File: src/sv/rkeq_pkg.sv
// Shared constants and types for the rotary knob event queue.
`default_nettype none

package rkeq_pkg;

	localparam int QUEUE_DEPTH = 8;
	localparam int TIMER_BITS  = 16;
	localparam int PTR_W       = (QUEUE_DEPTH > 1) ? $clog2(QUEUE_DEPTH) : 1;
	localparam int CNT_W       = $clog2(QUEUE_DEPTH + 1);

	localparam int REG_W       = 16;
	localparam logic [REG_W-1:0] DEBOUNCE_RESET   = REG_W'(50);
	localparam logic [REG_W-1:0] LONG_PRESS_RESET = REG_W'(2000);

	typedef enum logic [2:0] {
		OP_TICK    = 3'd0,
		OP_ROTATE  = 3'd1,
		OP_CLICK   = 3'd2,
		OP_POP     = 3'd3,
		OP_DISCARD = 3'd4
	} op_t;

	// register indexes on the configuration port
	localparam logic [1:0] REG_DEBOUNCE   = 2'd0;
	localparam logic [1:0] REG_LONG_PRESS = 2'd1;
	localparam logic [1:0] REG_ORIENT     = 2'd2;

	// pending edge kinds and event codes
	localparam logic [1:0] KIND_LEFT  = 2'd0;
	localparam logic [1:0] KIND_RIGHT = 2'd1;
	localparam logic [1:0] KIND_CLICK = 2'd2;
	localparam logic [1:0] EV_LEFT    = 2'd0;
	localparam logic [1:0] EV_SHORT   = 2'd2;
	localparam logic [1:0] EV_LONG    = 2'd3;

	typedef struct packed {
		logic       push;
		logic [1:0] push_code;
		logic       pop;
	} queue_ctrl_t;

	typedef struct packed {
		logic [CNT_W-1:0] count;
		logic [1:0]       head_code;
	} queue_stat_t;

endpackage

`default_nettype wire

File: src/sv/rkeq_queue.sv
// Event FIFO: small register file with write/read pointers and a fill count.
`default_nettype none

module rkeq_queue (
	input  wire                  clk,
	input  wire                  arst_n,
	input  rkeq_pkg::queue_ctrl_t ctrl,
	output rkeq_pkg::queue_stat_t stat
);
	import rkeq_pkg::*;

	logic [1:0]       store_q [QUEUE_DEPTH];
	logic [PTR_W-1:0] wr_ptr_q;
	logic [PTR_W-1:0] rd_ptr_q;
	logic [CNT_W-1:0] count_q;

	always_ff @(posedge clk) begin
		if (ctrl.push) begin
			store_q[wr_ptr_q] <= ctrl.push_code;
		end
	end

	always_ff @(posedge clk or negedge arst_n) begin
		if (!arst_n) begin
			wr_ptr_q <= '0;
			rd_ptr_q <= '0;
			count_q  <= '0;
		end else begin
			if (ctrl.push) begin
				wr_ptr_q <= (wr_ptr_q == PTR_W'(QUEUE_DEPTH - 1)) ? '0 : wr_ptr_q + 1'b1;
			end
			if (ctrl.pop) begin
				rd_ptr_q <= (rd_ptr_q == PTR_W'(QUEUE_DEPTH - 1)) ? '0 : rd_ptr_q + 1'b1;
			end
			if (ctrl.push && !ctrl.pop) begin
				count_q <= count_q + 1'b1;
			end else if (ctrl.pop && !ctrl.push) begin
				count_q <= count_q - 1'b1;
			end
		end
	end

	assign stat.count     = count_q;
	assign stat.head_code = store_q[rd_ptr_q];

endmodule

`default_nettype wire

File: src/sv/rotary_knob_event_queue_core.sv
// Rotary knob event queue: debounce and long-press timers feeding an event FIFO.
// Path from input transaction to result on the master side:
// input register, then result register.
// Throughput: one item per cycle; the input side stalls only while the result
// register holds an untaken result and the input register is full.
// Reset (arst_n low): registers back to defaults, timers idle, queue empty.
`default_nettype none

module rotary_knob_event_queue_core (
	input  wire         clk,
	input  wire         arst_n,
	input  wire         s_tvalid,
	output logic        s_tready,
	input  wire  [7:0]  s_tdata,  // [0] b_level, [1] click_level
	input  wire  [2:0]  s_tuser,  // [2:0] op
	output logic        m_tvalid,
	input  wire         m_tready,
	output logic [15:0] m_tdata,  // [0] event_valid, [2:1] event_code,
	                              // [6:3] pending_count, [7] knob_activity,
	                              // [8] hold_active
	input  wire         psel,
	input  wire         penable,
	input  wire         pwrite,
	input  wire  [3:0]  paddr,
	input  wire  [31:0] pwdata,
	output logic [31:0] prdata,
	output logic        pready
);
	import rkeq_pkg::*;

	// configuration registers
	logic [REG_W-1:0] debounce_q;
	logic [REG_W-1:0] long_press_q;
	logic             orient_q;
	logic             cfg_wr;
	logic [1:0]       reg_idx;

	assign pready  = 1'b1;
	assign reg_idx = paddr[3:2];
	assign cfg_wr  = psel && penable && pwrite && pready;

	always_ff @(posedge clk or negedge arst_n) begin
		if (!arst_n) begin
			debounce_q   <= DEBOUNCE_RESET;
			long_press_q <= LONG_PRESS_RESET;
			orient_q     <= 1'b1;
		end else if (cfg_wr) begin
			case (reg_idx)
				REG_DEBOUNCE:   debounce_q   <= pwdata[REG_W-1:0];
				REG_LONG_PRESS: long_press_q <= pwdata[REG_W-1:0];
				REG_ORIENT:     orient_q     <= pwdata[0];
				default:        ;
			endcase
		end
	end

	always_comb begin
		prdata = '0;
		case (reg_idx)
			REG_DEBOUNCE:   prdata = 32'(debounce_q);
			REG_LONG_PRESS: prdata = 32'(long_press_q);
			REG_ORIENT:     prdata = 32'(orient_q);
			default:        prdata = '0;
		endcase
	end

	// input register
	logic       vld_s1;
	logic [2:0] op_s1;
	logic       b_s1;
	logic       click_s1;
	logic       adv;

	assign adv      = !m_tvalid || m_tready;
	assign s_tready = !vld_s1 || adv;

	always_ff @(posedge clk or negedge arst_n) begin
		if (!arst_n) begin
			vld_s1 <= 1'b0;
		end else if (s_tready) begin
			vld_s1 <= s_tvalid;
		end
	end

	always_ff @(posedge clk) begin
		if (s_tready && s_tvalid) begin
			op_s1    <= s_tuser;
			b_s1     <= s_tdata[0];
			click_s1 <= s_tdata[1];
		end
	end

	// knob state
	logic [1:0]            kind_q, kind_d;
	logic [TIMER_BITS-1:0] settle_q, settle_d;
	logic                  settle_run_q, settle_run_d;
	logic [TIMER_BITS-1:0] hold_q, hold_d;
	logic                  hold_run_q, hold_run_d;
	logic                  drop_q, drop_d;

	queue_ctrl_t qctrl;
	queue_stat_t qstat;

	logic       step;
	logic       offer;
	logic [1:0] offer_code;
	logic       ev_valid;
	logic       activity;
	logic       hold_tick;
	logic [CNT_W-1:0] cnt_next;

	assign step = vld_s1 && adv;

	always_comb begin
		kind_d       = kind_q;
		settle_d     = settle_q;
		settle_run_d = settle_run_q;
		hold_d       = hold_q;
		hold_run_d   = hold_run_q;
		drop_d       = drop_q;
		offer        = 1'b0;
		offer_code   = EV_LEFT;
		ev_valid     = 1'b0;
		activity     = 1'b0;
		hold_tick    = 1'b0;
		qctrl.pop    = 1'b0;
		case (op_s1)
			OP_TICK: begin
				hold_tick = 1'b1;
				if (settle_run_q) begin
					if (settle_q <= TIMER_BITS'(1)) begin
						// debounce expiry: long-press timer skips this tick
						hold_tick    = 1'b0;
						settle_d     = '0;
						settle_run_d = 1'b0;
						if (kind_q == KIND_LEFT || kind_q == KIND_RIGHT) begin
							offer      = 1'b1;
							offer_code = kind_q;
						end else if (click_s1) begin
							if (hold_run_q) begin
								hold_run_d = 1'b0;
								hold_d     = '0;
								offer      = 1'b1;
								offer_code = EV_SHORT;
							end
						end else begin
							hold_d     = TIMER_BITS'(long_press_q);
							hold_run_d = 1'b1;
						end
					end else begin
						settle_d = settle_q - 1'b1;
					end
				end
				if (hold_tick && hold_run_q) begin
					if (hold_q <= TIMER_BITS'(1)) begin
						hold_d     = '0;
						hold_run_d = 1'b0;
						offer      = 1'b1;
						offer_code = EV_LONG;
					end else begin
						hold_d = hold_q - 1'b1;
					end
				end
			end
			OP_ROTATE: begin
				kind_d       = (b_s1 == orient_q) ? KIND_RIGHT : KIND_LEFT;
				settle_d     = TIMER_BITS'(debounce_q);
				settle_run_d = 1'b1;
				activity     = 1'b1;
			end
			OP_CLICK: begin
				kind_d       = KIND_CLICK;
				settle_d     = TIMER_BITS'(debounce_q);
				settle_run_d = 1'b1;
				activity     = 1'b1;
			end
			OP_POP: begin
				if (qstat.count != '0) begin
					ev_valid  = 1'b1;
					qctrl.pop = step;
				end
			end
			OP_DISCARD: drop_d = 1'b1;
			default: ;
		endcase
		// any offered event clears the discard flag, queued or not
		if (offer) begin
			drop_d = 1'b0;
		end
		qctrl.push      = step && offer && !drop_q && (qstat.count < CNT_W'(QUEUE_DEPTH));
		qctrl.push_code = offer_code;
		cnt_next        = qstat.count;
		if (qctrl.push) begin
			cnt_next = qstat.count + 1'b1;
		end else if (qctrl.pop) begin
			cnt_next = qstat.count - 1'b1;
		end
	end

	always_ff @(posedge clk or negedge arst_n) begin
		if (!arst_n) begin
			kind_q       <= KIND_LEFT;
			settle_q     <= '0;
			settle_run_q <= 1'b0;
			hold_q       <= '0;
			hold_run_q   <= 1'b0;
			drop_q       <= 1'b0;
		end else if (step) begin
			kind_q       <= kind_d;
			settle_q     <= settle_d;
			settle_run_q <= settle_run_d;
			hold_q       <= hold_d;
			hold_run_q   <= hold_run_d;
			drop_q       <= drop_d;
		end
	end

	rkeq_queue u_queue (
		.clk    (clk),
		.arst_n (arst_n),
		.ctrl   (qctrl),
		.stat   (qstat)
	);

	// result register
	always_ff @(posedge clk or negedge arst_n) begin
		if (!arst_n) begin
			m_tvalid <= 1'b0;
		end else if (adv) begin
			m_tvalid <= vld_s1;
		end
	end

	always_ff @(posedge clk) begin
		if (step) begin
			m_tdata <= {7'd0, hold_run_d, activity, 4'(cnt_next),
				(ev_valid ? qstat.head_code : EV_LEFT), ev_valid};
		end
	end

endmodule

`default_nettype wire

File: config.mk
export PLATFORM = sky130hd
export DESIGN_NAME = rotary_knob_event_queue_core
export DESIGN_NICKNAME = d
export VERILOG_FILES = /design/src/sv/rkeq_pkg.sv /design/src/sv/rkeq_queue.sv /design/src/sv/rotary_knob_event_queue_core.sv
export SDC_FILE = /design/constraint.sdc
export NUM_CORES = 1
export LEC_CHECK = 0
export BUFFER_PORTS_ARGS = -buffer_cell sky130_fd_sc_hd__buf_2
export CORE_ASPECT_RATIO = 0.9
export CORE_MARGIN = 1.5
export CORE_UTILIZATION = 55
export CTS_BUF_LIST = sky130_fd_sc_hd__clkbuf_8
export CTS_CLUSTER_DIAMETER = 30
export DETAILED_ROUTE_END_ITERATION = 8
export GPL_ROUTABILITY_DRIVEN = 0
export PLACE_DENSITY = 0.78
export SLEW_MARGIN = 15
export SYNTH_ARGS = -nofsm -noshare
export SYNTH_HDL_FRONTEND = slang
export SYNTH_SLANG_ARGS = --single-unit
File: constraint.sdc
create_clock -name clk -period 4 [get_ports clk]
set_input_delay 0 -clock clk [delete_from_list [all_inputs] [get_ports clk]]
set_output_delay 0 -clock clk [all_outputs]
set_load 0.005 [all_outputs]
==> impl_metrics.tcl <==
set metrics [dict create \
    diodes 0 \
    finalMaxSlewViolations 0 \
    crit_buf_inv 1 \
    drive_gt1_frac 0.199 \
    clk_pin_slew_worst_paths_ns 0.11 \
    hold_path.class "in2reg" \
    slowest_stage "or4_4" \
    async_reset_ff_frac 0.732 \
    period_needed_ns 3.12 \
    synthMuxAreaShare 0.111 \
    synth-xor-area-share 0.0114 \
    first_iter_violations 439 \
    start_util 0.568 \
    routed_via_density 6.01 \
    avgSynthCellArea_um2 10.2 \
    status "complete, no violations" \
    grt_pass1_vias 4516 \
    cp.required_ns 4.31 \
    whs_path_depth 3 \
    rows 36 \
    layout.nets 733 \
    worstPathArrival_ns 3.43 \
    final_util 0.641 \
    skew_ns 0.0178 \
    fmax_mhz 321 \
    antenna_left 0 \
    syn2layout_area_growth_pct 12.9 \
    synthTopCellsByArea "dfrtp_1 29%, edfxtp_1 15%, mux2_2 6.0%" \
    postCtsHoldBufs 25 \
    grt-ovfl-total 0 \
    htreeDepth 3 \
    synth_edf_count 30 \
    cts_tree "done" \
    crit_chain "or4_4, nor2_1, nand4_1, mux2i_1, nand3_2, inv_1, ha_1, or4_1, a21oi_1, xor2_1" \
    synth_simple_gate_area_share 0.170 \
    num_io_pins 105 \
    clk_path_buf_depth 2 \
    ys_seq_elements 112 \
    critical-path-max-stage-delay_ns 0.60 \
    relSlewSlack 0.282 \
    drt_pre_antenna_iters 7 \
    netlist.area_leader.share 0.292 \
    synth_seq_area_share 0.481 \
    detail_route.wl_per_cell_um 17.2 \
    fin_crit_sh 0.779 \
    vias 4962 \
    setup_viol 0 \
    yosysWarningCount 0 \
    synth_cells 602 \
    grt_first_pass_wirelength_um 23100 \
    crit_path_end_kind "register" \
    path_class "reg2reg" \
    cts_buffers 9 \
    drt-total-wl_um 14200 \
    postCtsSetupBuffers 0 \
    antenna_found_initial 0 \
    max_cap_violations 0 \
    die_area_mm2 0.0118 \
    synthAdderAreaFrac 0.0223 \
    synth_flop_cell "dfrtp_1" \
    die_w_um 115 \
    peakVddDrop_mv 0.278 \
    hold_violations 0 \
    p_leak_nw 2.90 \
    clockRootBuffer "clkbuf_8" \
    grt_max_degree 83 \
    power_density_mw_per_mm2 487 \
    path_max_fanout 10 \
    worst_pin_slew_ns 1.07 \
    synth_area_mm2 0.00616 \
    worst-path-stages 10 \
    grt_util_all_layers 0.254 \
    fin_setup_tns_ns 0 \
    coreArea_mm2 0.0109 \
    startpoint_type "register" \
    dieHeight_um 103 \
    insertion_delay_ns 0.40 \
    dpl.hpwl_um 9840 \
    drc_errors 0 \
    rsz0062_at_grt "false" \
    worst-r2r-cell-count 10 \
    synth_compound_area_frac 0.143 \
    crit_family "simple AND/OR/NAND/NOR gates" \
    synth_area_leader_cell "dfrtp_1" \
    ys_types 64 \
    portBuffers 56 \
    cts_num_sinks 112 \
    cts_resized 0 \
    synth_top_family_by_area "simple AND/OR/NAND/NOR gates" \
]
through the flow:
stage / hold slack (ns) / setup WS, ns / std cells / area, µm² / power, mW
after global placement: 0.181 / 1.06 / 784 / 6450 / 2.50
after CTS: 0.130 / 0.930 / 825 / 6960 / 3.38
after global routing: 0.152 / 0.673 / 825 / 6960 / 3.58
after floorplan: -0.296 / 1.32 / 624 / 6240 / 2.28
final: 0.152 / 0.883 / 825 / 6960 / 3.39
after detailed placement: 0.178 / 0.981 / 784 / 6450 / 2.54
cells in the final DEF, fill, tap and decap left out, types with 13 or more instances in the layout:
cell type / instances
a21oi_1: 25
nor4_1: 23
edfxtp_1: 30
o21ai_0: 55
nor3_1: 22
nand2_1: 34
mux2i_1: 22
conb_1: 24
inv_1: 21
nor2_1: 54
dfrtp_1: 72
dlygate4sd3_1: 25
mux2_2: 33
a31oi_1: 13
buf_2: 55
final cells by class:
class	instances	area (µm²)
Fill cell	798	3900
Sequential cell	112	2970
Multi-Input combinational cell	440	2920
Timing Repair Buffer	84	556
Tap cell	152	190
Clock buffer	11	151
Clock inverter	5	103
Inverter	21	78.8
worst min-delay path, stage by stage:
cell     delay [ns]
buf_2          0.23
nand2_1        0.13
mux2_2         0.15
cells by family after synthesis:
group | after synthesis
simple gates | 197
compound gates | 141
flops | 112
buf+inv | 72
mux | 59
fa+ha+maj | 11
xor+xnor | 8
other cells | 2
metal layers:
| metal | share of wire | global-route usage | wire [µm] | vias to the layer above |
|---|---|---|---|---|
| met1 | 0.46 | 0.364 | 6480 | 2377 |
| met3 | 0.079 | 0.0548 | 1120 | 23 |
| li1 | - | - | - | 2324 |
| met4 | 0.015 | 0.0731 | 206 | 0 |
| met5 | 0 | 0 | 0 | - |
| met2 | 0.45 | 0.395 | 6370 | 238 |
cells in the mapped netlist (13+ instances only):
library cell / instances
a21oi_1: 25
a31oi_1: 13
buf_4: 25
clkbuf_1: 22
dfrtp_1: 72
edfxtp_1: 30
inv_1: 20
mux2_2: 33
mux2i_1: 22
nand2_1: 34
nor2_1: 54
nor3_1: 23
nor4_1: 23
o21ai_0: 55
flip-flops by register name, indices dropped and copies added, names as in the netlist:
signal            cells
orient_q              1
vld_s1                1
u_queue.wr_ptr_q      3
m_tvalid              1
click_s1              1
u_queue.rd_ptr_q      3
settle_run_q          1
b_s1                  1
long_press_q         16
debounce_q           16
op_s1                 3
u_queue.store_q      16
m_tdata               9
settle_q             16
u_queue.count_q       4
kind_q                2
drop_q                1
hold_q               16
hold_run_q            1
worst paths after layout:
kind / from / to / slack (ns)
min in group asynchronous: arst_n / u_queue.rd_ptr_q[1]$_DFFE_PN0P_ / 0.31
setup reg to reg: settle_q[7]$_DFFE_PN0P_ / u_queue.count_q[3]$_DFFE_PN0P_ / 0.88
hold reg to reg: vld_s1$_DFFE_PN0N_ / m_tvalid$_DFFE_PN0P_ / 0.54
hold / removal: paddr[3] / orient_q$_DFFE_PN1P_ / 0.15
setup / recovery: settle_q[7]$_DFFE_PN0P_ / u_queue.count_q[3]$_DFFE_PN0P_ / 0.88
max in group asynchronous: arst_n / debounce_q[2]$_DFFE_PN0P_ / 2.98
where the power goes:
group          internal (mW)  switching, mW  leakage [nW]
logic                  0.405          0.468          1.48
registers               1.40          0.275          1.30
clock network          0.450          0.385         0.131
total                   2.26           1.13          2.90
No activity file was read; power rests on OpenSTA's default activity.
